## config.mk

```make
export PLATFORM = sky130hd
export DESIGN_NAME = url_percent_decoder
export DESIGN_NICKNAME = d
export VERILOG_FILES = /design/src/rtl/upd_pkg.sv /design/src/rtl/url_percent_decoder.sv /design/src/rtl/upd_queue.sv /design/src/rtl/upd_front.sv /design/src/rtl/upd_back.sv
export VERILOG_INCLUDE_DIRS = /design/src /design/src/rtl
export SDC_FILE = /design/constraint.sdc
export NUM_CORES = 1
export LEC_CHECK = 0
export ABC_AREA = 1
export BUFFER_PORTS_ARGS = -buffer_cell sky130_fd_sc_hd__buf_4
export CORE_AREA = 2 2 138 140
export DETAILED_ROUTE_END_ITERATION = 7
export DIE_AREA = 0 0 140 142
export GPL_TIMING_DRIVEN = 0
export SLEW_MARGIN = 20
export SYNTH_ARGS = -nofsm -noshare
export SYNTH_HDL_FRONTEND = slang
export SYNTH_SLANG_ARGS = --single-unit
```

## constraint.sdc

```tcl
create_clock -name clk -period 4 [get_ports clk]
set_clock_uncertainty 0.15 [all_clocks]
set_input_delay 0.8 -clock clk [delete_from_list [all_inputs] [get_ports clk]]
set_output_delay 0.8 -clock clk [all_outputs]
set_load 0.01 [all_outputs]
```

## src/rtl/url_percent_decoder_assert.svh

```systemverilog
// assertion macros shared by the decoder modules
// both expect clk and arst_n in the scope where they are used
`ifndef URL_PERCENT_DECODER_ASSERT_SVH
`define URL_PERCENT_DECODER_ASSERT_SVH

// property that must hold at every clock edge outside reset
`define UPD_ASSERT(lbl, prop, msg) \
	lbl: assert property (@(posedge clk) disable iff (!arst_n) (prop)) else $error(msg);

// antecedent at one edge implies consequent at the next edge
`define UPD_ASSERT_NEXT(lbl, ante, cons, msg) \
	lbl: assert property (@(posedge clk) disable iff (!arst_n) (ante) |=> (cons)) \
		else $error(msg);

`endif

```

## src/rtl/upd_pkg.sv

```systemverilog
package upd_pkg;

	localparam logic [7:0] ChPlus    = 8'h2B;
	localparam logic [7:0] ChPercent = 8'h25;
	localparam logic [7:0] ChSpace   = 8'h20;

	localparam int MaxBytes = 3;
	localparam int QDepth   = 2;
	localparam int QAw      = (QDepth > 1) ? $clog2(QDepth) : 1;

	// up to three decoded bytes caused by one input beat
	typedef struct packed {
		logic [MaxBytes-1:0][7:0] data;
		logic [1:0]               cnt;
		logic                     last;
	} upd_entry_t;

	function automatic logic is_hex(input logic [7:0] c);
		return (c >= 8'h30 && c <= 8'h39) || (c >= 8'h41 && c <= 8'h46) ||
			(c >= 8'h61 && c <= 8'h66);
	endfunction

	function automatic logic [3:0] hex_val(input logic [7:0] c);
		logic [7:0] v;
		v = 8'h00;
		if (c >= 8'h30 && c <= 8'h39) begin
			v = c - 8'h30;
		end else if (c >= 8'h41 && c <= 8'h46) begin
			v = c - 8'h41 + 8'd10;
		end else if (c >= 8'h61 && c <= 8'h66) begin
			v = c - 8'h61 + 8'd10;
		end
		return v[3:0];
	endfunction

endpackage

```

## src/rtl/url_percent_decoder.sv

```systemverilog
// form-urlencoded percent decoder
// input channel: push with in_byte/in_last; a beat is taken when push is high
//   and full is low. in_last marks the final byte of a string
// result channel: while empty is low, out_byte/run_end/string_end hold the
//   oldest decoded byte; pop with empty low takes it
// run_end marks the last byte caused by one input beat, string_end the final
//   byte of a string
// throughput: one input beat and one result beat per cycle while full is low and pop
//   is high; an input beat that decodes to two or three bytes holds the output
//   serializer until its bytes are taken, and the two-entry queue before it fills
// a decoded result is written into the queue and from there loaded into the output
//   register once that register is free; only then does it show on the ports
// beats that only open or extend an escape produce no result
// reset clears the escape state, the queue and the output register; nothing
//   is pending afterwards
// when the receiver stalls, the result beat holds, the queue fills and full
//   rises until pop resumes
module url_percent_decoder (
	input  logic       clk,
	input  logic       arst_n,
	input  logic       push,
	output logic       full,
	input  logic [7:0] in_byte,
	input  logic       in_last,
	output logic       empty,
	input  logic       pop,
	output logic [7:0] out_byte,
	output logic       run_end,
	output logic       string_end
);
	import upd_pkg::*;

	logic       q_wr_en;
	upd_entry_t q_wr_entry;
	logic       q_rd_valid;
	upd_entry_t q_rd_entry;
	logic       q_rd_en;
	logic       accept;

	assign accept = push && !full;

	upd_front u_front (
		.clk      (clk),
		.arst_n   (arst_n),
		.in_valid (accept),
		.in_byte  (in_byte),
		.in_last  (in_last),
		.wr_en    (q_wr_en),
		.wr_entry (q_wr_entry)
	);

	upd_queue u_queue (
		.clk      (clk),
		.arst_n   (arst_n),
		.wr_en    (q_wr_en),
		.wr_entry (q_wr_entry),
		.full     (full),
		.rd_valid (q_rd_valid),
		.rd_entry (q_rd_entry),
		.rd_en    (q_rd_en)
	);

	upd_back u_back (
		.clk        (clk),
		.arst_n     (arst_n),
		.rd_valid   (q_rd_valid),
		.rd_entry   (q_rd_entry),
		.rd_en      (q_rd_en),
		.empty      (empty),
		.pop        (pop),
		.out_byte   (out_byte),
		.run_end    (run_end),
		.string_end (string_end)
	);
endmodule

```

## src/rtl/upd_queue.sv

```systemverilog
module upd_queue (
	input  logic              clk,
	input  logic              arst_n,
	input  logic              wr_en,
	input  upd_pkg::upd_entry_t wr_entry,
	output logic              full,
	output logic              rd_valid,
	output upd_pkg::upd_entry_t rd_entry,
	input  logic              rd_en
);
	import upd_pkg::*;
	`include "url_percent_decoder_assert.svh"

	upd_entry_t     mem [QDepth];
	logic [QAw-1:0] wr_ptr_q;
	logic [QAw-1:0] rd_ptr_q;
	logic [QAw:0]   cnt_q;

	assign full     = (cnt_q == (QAw+1)'(QDepth));
	assign rd_valid = (cnt_q != '0);
	assign rd_entry = mem[rd_ptr_q];

	function automatic logic [QAw-1:0] next_ptr(input logic [QAw-1:0] p);
		return (p == QAw'(QDepth - 1)) ? '0 : p + QAw'(1);
	endfunction

	always_ff @(posedge clk) begin
		if (wr_en) begin
			mem[wr_ptr_q] <= wr_entry;
		end
	end

	always_ff @(posedge clk or negedge arst_n) begin
		if (!arst_n) begin
			wr_ptr_q <= '0;
			rd_ptr_q <= '0;
			cnt_q    <= '0;
		end else begin
			if (wr_en) begin
				wr_ptr_q <= next_ptr(wr_ptr_q);
			end
			if (rd_en) begin
				rd_ptr_q <= next_ptr(rd_ptr_q);
			end
			unique case ({wr_en, rd_en})
				2'b10:   cnt_q <= cnt_q + (QAw+1)'(1);
				2'b01:   cnt_q <= cnt_q - (QAw+1)'(1);
				default: cnt_q <= cnt_q;
			endcase
		end
	end

	`UPD_ASSERT(a_no_overflow, !(wr_en && full), "queue written while full")
	`UPD_ASSERT(a_no_underflow, !(rd_en && !rd_valid), "queue read while empty")
	`UPD_ASSERT(a_entry_nonzero, !wr_en || (wr_entry.cnt != 2'd0), "queue entry without bytes")
	`UPD_ASSERT_NEXT(a_cnt_track, wr_en && !rd_en && !full, cnt_q == $past(cnt_q) + (QAw+1)'(1),
		"queue count lost a write")
endmodule

```

## src/rtl/upd_front.sv

```systemverilog
module upd_front (
	input  logic              clk,
	input  logic              arst_n,
	input  logic              in_valid,
	input  logic [7:0]        in_byte,
	input  logic              in_last,
	output logic              wr_en,
	output upd_pkg::upd_entry_t wr_entry
);
	import upd_pkg::*;

	typedef enum logic [1:0] {PhIdle, PhPct, PhDigit} phase_t;

	phase_t     phase_q;
	logic [7:0] held_q;

	logic [MaxBytes-1:0][7:0] e;
	logic [1:0]               n;
	phase_t                   nphase;
	logic                     do_plain;
	logic                     take_digit;
	logic                     b_hex;

	assign b_hex = is_hex(in_byte);

	always_comb begin
		e          = '0;
		n          = 2'd0;
		nphase     = PhIdle;
		do_plain   = 1'b0;
		take_digit = 1'b0;
		unique case (phase_q)
			PhPct: begin
				if (b_hex) begin
					nphase     = PhDigit;
					take_digit = 1'b1;
				end else begin
					e[0]     = ChPercent;
					n        = 2'd1;
					do_plain = 1'b1;
				end
			end
			PhDigit: begin
				if (b_hex) begin
					e[0] = {hex_val(held_q), hex_val(in_byte)};
					n    = 2'd1;
				end else begin
					e[0]     = ChPercent;
					e[1]     = held_q;
					n        = 2'd2;
					do_plain = 1'b1;
				end
			end
			default: begin
				// idle, and the unused phase code behaves as idle
				do_plain = 1'b1;
			end
		endcase

		if (do_plain) begin
			if (in_byte == ChPlus) begin
				e[n] = ChSpace;
				n    = n + 2'd1;
			end else if (in_byte == ChPercent) begin
				nphase = PhPct;
			end else begin
				e[n] = in_byte;
				n    = n + 2'd1;
			end
		end

		// flush a pending escape at the end of the string
		if (in_last) begin
			if (nphase == PhPct) begin
				e[n] = ChPercent;
				n    = n + 2'd1;
			end else if (nphase == PhDigit) begin
				e[n] = ChPercent;
				n    = n + 2'd1;
				e[n] = in_byte;
				n    = n + 2'd1;
			end
		end
	end

	assign wr_en         = in_valid && (n != 2'd0);
	assign wr_entry.data = e;
	assign wr_entry.cnt  = n;
	assign wr_entry.last = in_last;

	always_ff @(posedge clk or negedge arst_n) begin
		if (!arst_n) begin
			phase_q <= PhIdle;
			held_q  <= '0;
		end else if (in_valid) begin
			phase_q <= in_last ? PhIdle : nphase;
			if (in_last) begin
				held_q <= '0;
			end else if (take_digit) begin
				held_q <= in_byte;
			end
		end
	end
endmodule

```

## src/rtl/upd_back.sv

```systemverilog
module upd_back (
	input  logic              clk,
	input  logic              arst_n,
	input  logic              rd_valid,
	input  upd_pkg::upd_entry_t rd_entry,
	output logic              rd_en,
	output logic              empty,
	input  logic              pop,
	output logic [7:0]        out_byte,
	output logic              run_end,
	output logic              string_end
);
	import upd_pkg::*;
	`include "url_percent_decoder_assert.svh"

	logic       out_valid_q;
	logic [7:0] out_byte_q;
	logic       run_end_q;
	logic       string_end_q;
	logic [1:0] idx_q;

	logic load;
	logic last_one;

	assign load     = rd_valid && (!out_valid_q || pop);
	assign last_one = (idx_q == rd_entry.cnt - 2'd1);
	assign rd_en    = load && last_one;

	assign empty      = !out_valid_q;
	assign out_byte   = out_byte_q;
	assign run_end    = run_end_q;
	assign string_end = string_end_q;

	always_ff @(posedge clk) begin
		if (load) begin
			out_byte_q   <= rd_entry.data[idx_q];
			run_end_q    <= last_one;
			string_end_q <= last_one && rd_entry.last;
		end
	end

	always_ff @(posedge clk or negedge arst_n) begin
		if (!arst_n) begin
			out_valid_q <= 1'b0;
			idx_q       <= '0;
		end else begin
			if (load) begin
				out_valid_q <= 1'b1;
				idx_q       <= last_one ? 2'd0 : idx_q + 2'd1;
			end else if (pop) begin
				out_valid_q <= 1'b0;
			end
		end
	end

	`UPD_ASSERT(a_idx_in_entry, !rd_valid || (idx_q < rd_entry.cnt), "byte index past entry")
	`UPD_ASSERT_NEXT(a_hold_on_stall, out_valid_q && !pop, out_valid_q && $stable(out_byte_q),
		"stalled result beat changed")
endmodule
```

# --- Word level (Yosys, flattened, before mapping) ---
# Memory sizes are Yosys's and may differ from the RTL's.
# Index checks and enable logic that the tools add are counted.
word_totals:
  ff_bits: 27
  mem_bits_rw: 54
  inputBits: 13
  word_cells: 147
  memories: 1
op_classes:
  add_sub_neg: 19
  order_cmp: 19
  n_eq_ne: 10
  n_mux: 56
  n_bitwise: 6
  reduce_logical: 26
mem_list:
  columns: ["memory", "depth", "width", "rd", "rd_ports_with_merged_regs", "write_ports", "line", "text"]
  rows:
  - ["u_queue.mem", 2, 27, 1, 0, 1, "upd_queue.sv:14", "upd_entry_t mem [QDepth];"]
op_table:
  columns: ["cell", "count"]
  rows:
  - ["$mux 24", 6]
  - ["$mux 8", 9]
  - ["$bwmux 24", 2]
  - ["$demux 8 s2", 3]
  - ["$ge 8x7->1 const B", 4]
  - ["$le 8x7->1 const B", 4]
  - ["$mux 2", 14]
  - ["$mux 4", 6]
  - ["$sub 4x1->4 const B", 6]
  - ["$and 14x21->21", 1]
  - ["$not 21->21", 1]
  - ["$add 4x4->4 const B", 4]
  - ["$bmux 8 s2", 1]
  - ["$eq 8x6->1 const B", 2]
  - ["$ge 8x6->1 const B", 2]
  - ["$le 8x6->1 const B", 2]
  - ["$pmux 8 s2", 1]
  - ["$and 15x15->15", 1]
  - ["$not 15->15", 1]
  - ["$logic_and 1x1->1", 14]
  - ["$lt 2x3->1 const B", 4]
  - ["$mux 1", 11]
  - ["$add 2x1->2 const B", 5]
  - ["$reduce_bool 2->1", 5]
  - ["14 further kinds", 27]

# --- Depth between registers and ports, before layout ---
depth:
  depth_word: 20
  ltp_mapped: 28

# --- Hierarchy ---
# Synthesis repeated with hierarchy kept, for this count alone.
hier_totals:
  cells_unflattened: 573
  hier_area_um2: 5006.1
modules_own_cells:
  columns: ["module", "n_inst", "cells_per_inst", "area_each_um2"]
  rows:
  - ["upd_queue", 1, 165, 2289.7]
  - ["upd_front", 1, 325, 1970.6]
  - ["upd_back", 1, 81, 735.7]
  - ["url_percent_decoder", 1, 2, 10.0]

# --- Worst setup path before layout ---
# No wires, ideal clock.
synth_timing:
  path_type: "input to register"
  startpoint: "input in_byte[0]"
  endpoint: "memory u_queue.mem[1][0] in the netlist's numbering, enable pin"
  t_arrival_ns: 4.801
  required_time_ns: 3.439
  path_slack_ns: -1.362
  path_stages: 24
  n_path_buf: 1
  path_cell_list: "buf_2 > inv_1 > ha_1 > o21ai_0 > a21oi_4 > nand3_2 > inv_1 > nor2_1 > inv_1 > nor2_1 > inv_1 > ha_1 > nand3_1 > nand2_1 > inv_1 > ha_1 > clkinv_1 > nand2_1 > nor2_1 > o21bai_1 > nand2_2 > nand3_2 > nand2_2 > nor2_1"
synth_between:
  elab_chain_cells: 19
synth_lines:
  columns: ["element", "line", "text"]
  rows:
  - ["start, declared", "url_percent_decoder.sv:23", "input logic [7:0] in_byte,"]
  - ["$ge 8x6->1 (tied with other cells)", "upd_pkg.sv:19", "return (c >= 8'h30 && c <= 8'h39) || (c >= 8'h41 && c <= 8'h46) ||"]
  - ["$logic_and 1x1->1", "upd_pkg.sv:19", null]
  - ["$logic_or 1x1->1 (2 in series)", "upd_pkg.sv:19", null]
  - ["$mux 2 / $mux 1 (equally long branches)", "upd_front.sv:44, upd_front.sv:34", null]
  - ["$pmux 2 s2", "upd_front.sv:32", "unique case (phase_q)"]
  - ["$add 2x1->2", "upd_front.sv:63, upd_front.sv:68", null]
  - ["$mux 2", "upd_front.sv:64", "end else if (in_byte == ChPercent) begin"]
  - ["$mux 2", "upd_front.sv:61", "if (in_byte == ChPlus) begin"]
  - ["[... 2 more ...]", null, null]
  - ["$add 2x1->2", "upd_front.sv:81", "n = n + 2'd1;"]
  - ["$mux 2", "upd_front.sv:77", "end else if (nphase == PhDigit) begin"]
  - ["$mux 2", "upd_front.sv:74", "if (nphase == PhPct) begin"]
  - ["$mux 2 (*)", "upd_front.sv:73", "if (in_last) begin"]
  - ["$reduce_bool 2->1 (*)", "upd_front.sv:86", "assign wr_en = in_valid && (n != 2'd0);"]
  - ["$logic_and 1x1->1 (*)", "upd_front.sv:86", null]
  - ["$mux 1 (*)", "upd_queue.sv:28", "if (wr_en) begin"]
  - ["$mux 1 (implied by the code) (*)", "upd_queue.sv:29", "mem[wr_ptr_q] <= wr_entry;"]
  - ["end, declared", "upd_queue.sv:14", null]
# Every way passes the cells marked *; elsewhere a longest branch is shown, timed or not.

# --- Final worst setup path ---
layout_timing:
  startpoint: "input in_byte[0]"
  endpoint: "memory u_queue.mem[0][8] in the netlist's numbering, enable pin"
# The elaborated chain is that of the path after synthesis.

==> metrics.txt <==
# TYPE chip_impl_metric gauge
chip_impl_metric{name="overflow",unit=""} 0
chip_impl_metric{name="global_route_wire_length_before_repair",unit="um"} 19000
chip_impl_metric{name="htree_levels",unit=""} 3
chip_impl_metric{name="worst_pin_slew",unit="ns"} 0.709
chip_impl_metric{name="placement.cell_area",unit="sq um"} 5090
chip_impl_metric{name="drive_gt1_share",unit="%"} 25.7
chip_impl_info{name="crit_path_capture_type",value="register"} 1
chip_impl_info{name="rsz0062_at_grt",value="false"} 1
chip_impl_metric{name="syn_inst",unit=""} 483
chip_impl_info{name="clockRootBuffer",value="sky130_fd_sc_hd__clkbuf_16"} 1
chip_impl_metric{name="switching_power",unit="mW"} 1.04
chip_impl_metric{name="fillCellCount",unit=""} 1877
chip_impl_metric{name="std_cell_rows",unit=""} 50
chip_impl_metric{name="slew-limit-headroom",unit="%"} 52.7
chip_impl_metric{name="detail_route.iter0.violations",unit=""} 368
chip_impl_metric{name="routability_driven_placement_congestion_ratio",unit=""} 0.944
chip_impl_metric{name="pin_count_of_the_biggest_net_entering_global_routing",unit=""} 18
chip_impl_metric{name="die_height",unit="um"} 142
chip_impl_metric{name="antenna_found_initial",unit=""} 0
chip_impl_metric{name="grt_usage",unit="%"} 12.4
chip_impl_metric{name="crit_arrival",unit="ns"} 3.78
chip_impl_metric{name="power_density",unit="nW/um^2"} 518
chip_impl_metric{name="worstPathRequired",unit="ns"} 3.95
chip_impl_metric{name="synth.net_count",unit=""} 514
chip_impl_metric{name="clock-sinks",unit=""} 81
chip_impl_metric{name="final.setup.tns",unit="ns"} 0
chip_impl_metric{name="area_growth",unit="%"} 28.8
chip_impl_info{name="tritoncts",value="done"} 1
chip_impl_metric{name="p_sw_share",unit="%"} 34.4
chip_impl_metric{name="cts_hold_repair.buffers",unit=""} 0
chip_impl_metric{name="avgRoutedWirePerCell",unit="um"} 15.3
chip_impl_metric{name="clk_path_buf_depth",unit=""} 2
chip_impl_metric{name="vias_in_the_first_global_route",unit=""} 3549
chip_impl_info{name="path_class",value="primary input to register"} 1
chip_impl_metric{name="viasPerCell",unit=""} 4.57
chip_impl_info{name="critical_path_startpoint_category",value="primary input"} 1
chip_impl_info{name="synth_ff_type",value="sky130_fd_sc_hd__edfxtp_1"} 1
chip_impl_metric{name="detailedRoute.firstPassIterationCount",unit=""} 7
chip_impl_metric{name="combPwrFrac",unit="%"} 34.0
chip_impl_metric{name="post-route-drc-count",unit=""} 0
chip_impl_metric{name="leakagePower",unit="nW"} 2.33
chip_impl_metric{name="ys_seq_elements",unit=""} 81
chip_impl_metric{name="drv_cap",unit=""} 0
chip_impl_metric{name="ios",unit=""} 25
chip_impl_metric{name="finalSetupViolCount",unit=""} 0
chip_impl_metric{name="dp_hpwl",unit="um"} 8440
chip_impl_metric{name="postSynth.asyncResetShare",unit="%"} 21.0
chip_impl_metric{name="p_seq_share",unit="%"} 40.0
chip_impl_metric{name="power.internal",unit="mW"} 1.98
chip_impl_metric{name="pre_cts_slack",unit="ns"} -0.943
chip_impl_metric{name="initial_utilization",unit="%"} 24.5
chip_impl_metric{name="finalCriticalPeriod",unit="ns"} 3.83
chip_impl_info{name="holdCritPathClass",value="primary input to asynchronous set/reset pin"} 1
chip_impl_metric{name="vias",unit=""} 3616
chip_impl_metric{name="synthesis.area_per_instance",unit="sq um"} 9.36
chip_impl_metric{name="antenna_cells",unit=""} 0
chip_impl_metric{name="max_freq",unit="GHz"} 0.261
chip_impl_metric{name="worst_hold_slack",unit="ns"} 0.170
chip_impl_metric{name="portBuffers",unit=""} 24
chip_impl_metric{name="design.core.area",unit="sq um"} 18500
chip_impl_metric{name="finish.instance_area",unit="sq um"} 5820
chip_impl_metric{name="clkPwrFrac",unit="%"} 26.0
chip_impl_metric{name="synth_cell_type_count",unit=""} 44
chip_impl_metric{name="report.final.slew_viol_count",unit=""} 0
chip_impl_metric{name="layout.nets",unit=""} 583
chip_impl_metric{name="vdd_ir_drop_max",unit="uV"} 216
chip_impl_metric{name="fp.dieArea",unit="sq um"} 19900
chip_impl_metric{name="layout_worst_path_cycle_share",unit="%"} 95.7
chip_impl_metric{name="post_synth_instance_area",unit="sq um"} 4520
chip_impl_metric{name="route.final.wire_length",unit="um"} 12100
chip_impl_metric{name="synth_enable_flop_cells",unit=""} 64
chip_impl_info{name="status",value="finished, final reports clean"} 1
chip_impl_metric{name="cts.clk_slew.worst_paths",unit="ns"} 0.07
chip_impl_metric{name="die_width",unit="um"} 140
chip_impl_metric{name="yosysWarnings",unit=""} 0
chip_impl_metric{name="clk-insertion-delay-late",unit="ns"} 0.34
chip_impl_metric{name="drt.antenna.violating_nets",unit=""} 0
chip_impl_metric{name="hold_viol_final",unit=""} 0
chip_impl_metric{name="final_critical_path_setup_slack",unit="ns"} 0.171
chip_impl_metric{name="seq_area_frac_synth",unit="%"} 51.9
chip_impl_metric{name="tritoncts.num_buffers",unit=""} 9
chip_impl_metric{name="critical_path_peak_fanout",unit=""} 14
==> critical path, cell delays in order <==
cell	delay, ns
sky130_fd_sc_hd__buf_4	0.13
sky130_fd_sc_hd__buf_6	0.14
sky130_fd_sc_hd__inv_4	0.07
sky130_fd_sc_hd__ha_4	0.15
sky130_fd_sc_hd__nand3b_1	0.10
sky130_fd_sc_hd__nand2_2	0.11
sky130_fd_sc_hd__nand2_4	0.06
sky130_fd_sc_hd__nand3_4	0.08
sky130_fd_sc_hd__inv_2	0.05
sky130_fd_sc_hd__nor2_4	0.12
sky130_fd_sc_hd__inv_4	0.06
sky130_fd_sc_hd__nor2_4	0.09
sky130_fd_sc_hd__inv_2	0.06
sky130_fd_sc_hd__ha_4	0.27
sky130_fd_sc_hd__nand3_4	0.08
sky130_fd_sc_hd__nand2_4	0.10
sky130_fd_sc_hd__inv_4	0.05
sky130_fd_sc_hd__ha_4	0.16
sky130_fd_sc_hd__inv_4	0.08
sky130_fd_sc_hd__nand2_1	0.05
sky130_fd_sc_hd__nor2_1	0.09
sky130_fd_sc_hd__o21bai_1	0.09
sky130_fd_sc_hd__nand2_2	0.09
sky130_fd_sc_hd__nand3_4	0.08
sky130_fd_sc_hd__buf_4	0.14
sky130_fd_sc_hd__nand3_2	0.15
sky130_fd_sc_hd__clkinvlp_4	0.13
sky130_fd_sc_hd__buf_12	0.16
==> cells in the mapped netlist (all sizes together), types with 2 or more instances <==
library cell	count	area (sq um)
dfrtp	17	425
buf	2	10.0
xor2	8	70.1
edfxtp	64	1920
o21ai	61	309
ha	18	225
o32ai	8	70.1
clkinv	6	25.0
inv	61	231
o22ai	16	100
nand3	20	120
nor2	68	292
clkbuf	6	22.5
nor3	8	45.0
o211ai	4	30.0
a22oi	3	22.5
nand2	81	352
nand4	6	67.6
a21oi	16	106
==> sequential cells by signal (all words and copies together), names as in the netlist, 2 cells and up <==
name             count
u_back.idx_q         2
u_back.out_byte      8
u_queue.cnt_q        2
u_front.phase_q      2
u_front.held_q       8
u_queue.mem         54
==> final timing paths <==
| check | slack [ns] | to | cells past startpoint | startpoint |
|---|---|---|---|---|
| worst max-delay path | 0.17 | u_queue.mem[0][8] | 28 | in_byte[0] |
| worst min register to register | 0.33 | u_queue.wr_ptr_q | 2 | u_queue.wr_ptr_q |
| worst max register to register | 0.52 | u_queue.mem[0][8] | 22 | u_front.phase_q[0] |
| min in group clk | 0.33 | u_queue.wr_ptr_q | 2 | u_queue.wr_ptr_q |
| worst min-delay path | 0.17 | u_front.held_q[0] | 1 | arst_n |
| max in group asynchronous | 3.32 | u_queue.wr_ptr_q | 1 | arst_n |
==> layout by cell type, fill, tap and decap left out, types with 5 or more instances in the layout <==
cell                         n
sky130_fd_sc_hd__inv_2      11
sky130_fd_sc_hd__inv_4       6
sky130_fd_sc_hd__ha_4        6
sky130_fd_sc_hd__clkbuf_16   9
sky130_fd_sc_hd__buf_4      47
sky130_fd_sc_hd__nand2_1    64
sky130_fd_sc_hd__clkbuf_1    6
sky130_fd_sc_hd__nand2_4     5
sky130_fd_sc_hd__o21ai_0    50
sky130_fd_sc_hd__ha_1       12
sky130_fd_sc_hd__nand3_1    14
sky130_fd_sc_hd__o32ai_1     8
sky130_fd_sc_hd__o22ai_1    16
sky130_fd_sc_hd__xor2_1      8
sky130_fd_sc_hd__edfxtp_1   64
sky130_fd_sc_hd__a21oi_1    12
sky130_fd_sc_hd__nor2_1     60
sky130_fd_sc_hd__inv_1      43
sky130_fd_sc_hd__dfrtp_1    17
sky130_fd_sc_hd__nor3_1      7
sky130_fd_sc_hd__nor2_4      6
sky130_fd_sc_hd__nand2_2    12
sky130_fd_sc_hd__buf_12      5
sky130_fd_sc_hd__o21ai_1     9
==> metrics by stage <==
step                utilization (%)  total power, mW  instances
floorplan                         -             1.79        483
global placement               27.6             2.09        741
detailed placement             27.6             2.11        741
CTS                            30.9             3.03        782
global route                   31.6             3.20        791
finish                         31.6             3.02        791
==> power groups by stage <==
stage	combinational (mW)	sequential [mW]	clock, mW
2_1_floorplan	0.539	1.25	0
3_3_place_gp	0.869	1.23	0
3_5_place_dp	0.876	1.23	0
4_1_cts	1.03	1.21	0.800
5_1_grt	1.14	1.22	0.834
6_report	1.03	1.21	0.783
==> kinds of logic after synthesis <==
family	share of synthesized area [%]
simple gates	19.8
compound gates	14.9
flops	51.9
buf+inv	6.39
fa+ha+maj	4.98
xor+xnor	1.74
mux	0.221
==> cell type report <==
| cell class | instances | area [sq um] | share of cell area [%] |
|---|---|---|---|
| buffer | 8 | 38.8 | 0.666 |
| clock buffer | 9 | 225 | 3.87 |
| clock inverter | 7 | 55.1 | 0.945 |
| inverter | 67 | 280 | 4.81 |
| multi-input combinational | 328 | 2060 | 35.4 |
| sequential | 81 | 2350 | 40.3 |
| tap | 234 | 293 | 5.03 |
| timing repair buffer | 56 | 514 | 8.83 |
| timing repair inverter | 1 | 7.51 | 0.129 |
==> timing repair <==
action,in CTS,in global routing
setup buffers,22,9
cloned,3,0
pin swaps,7,12
gates resized for setup,15,13
endpoints found under the setup margin,56,55
==> layer usage <==
metal  wire, um  share of wire [%]  vias up  track usage, %
li1           -                  -     1809               -
met1       5440                 45     1691            16.0
met2       5750                 48      102            20.4
met3        685                5.7       14            3.33
met4        211                1.7        0            4.15
met5          0                  0        -               0
(Power assumes the default switching activity.)
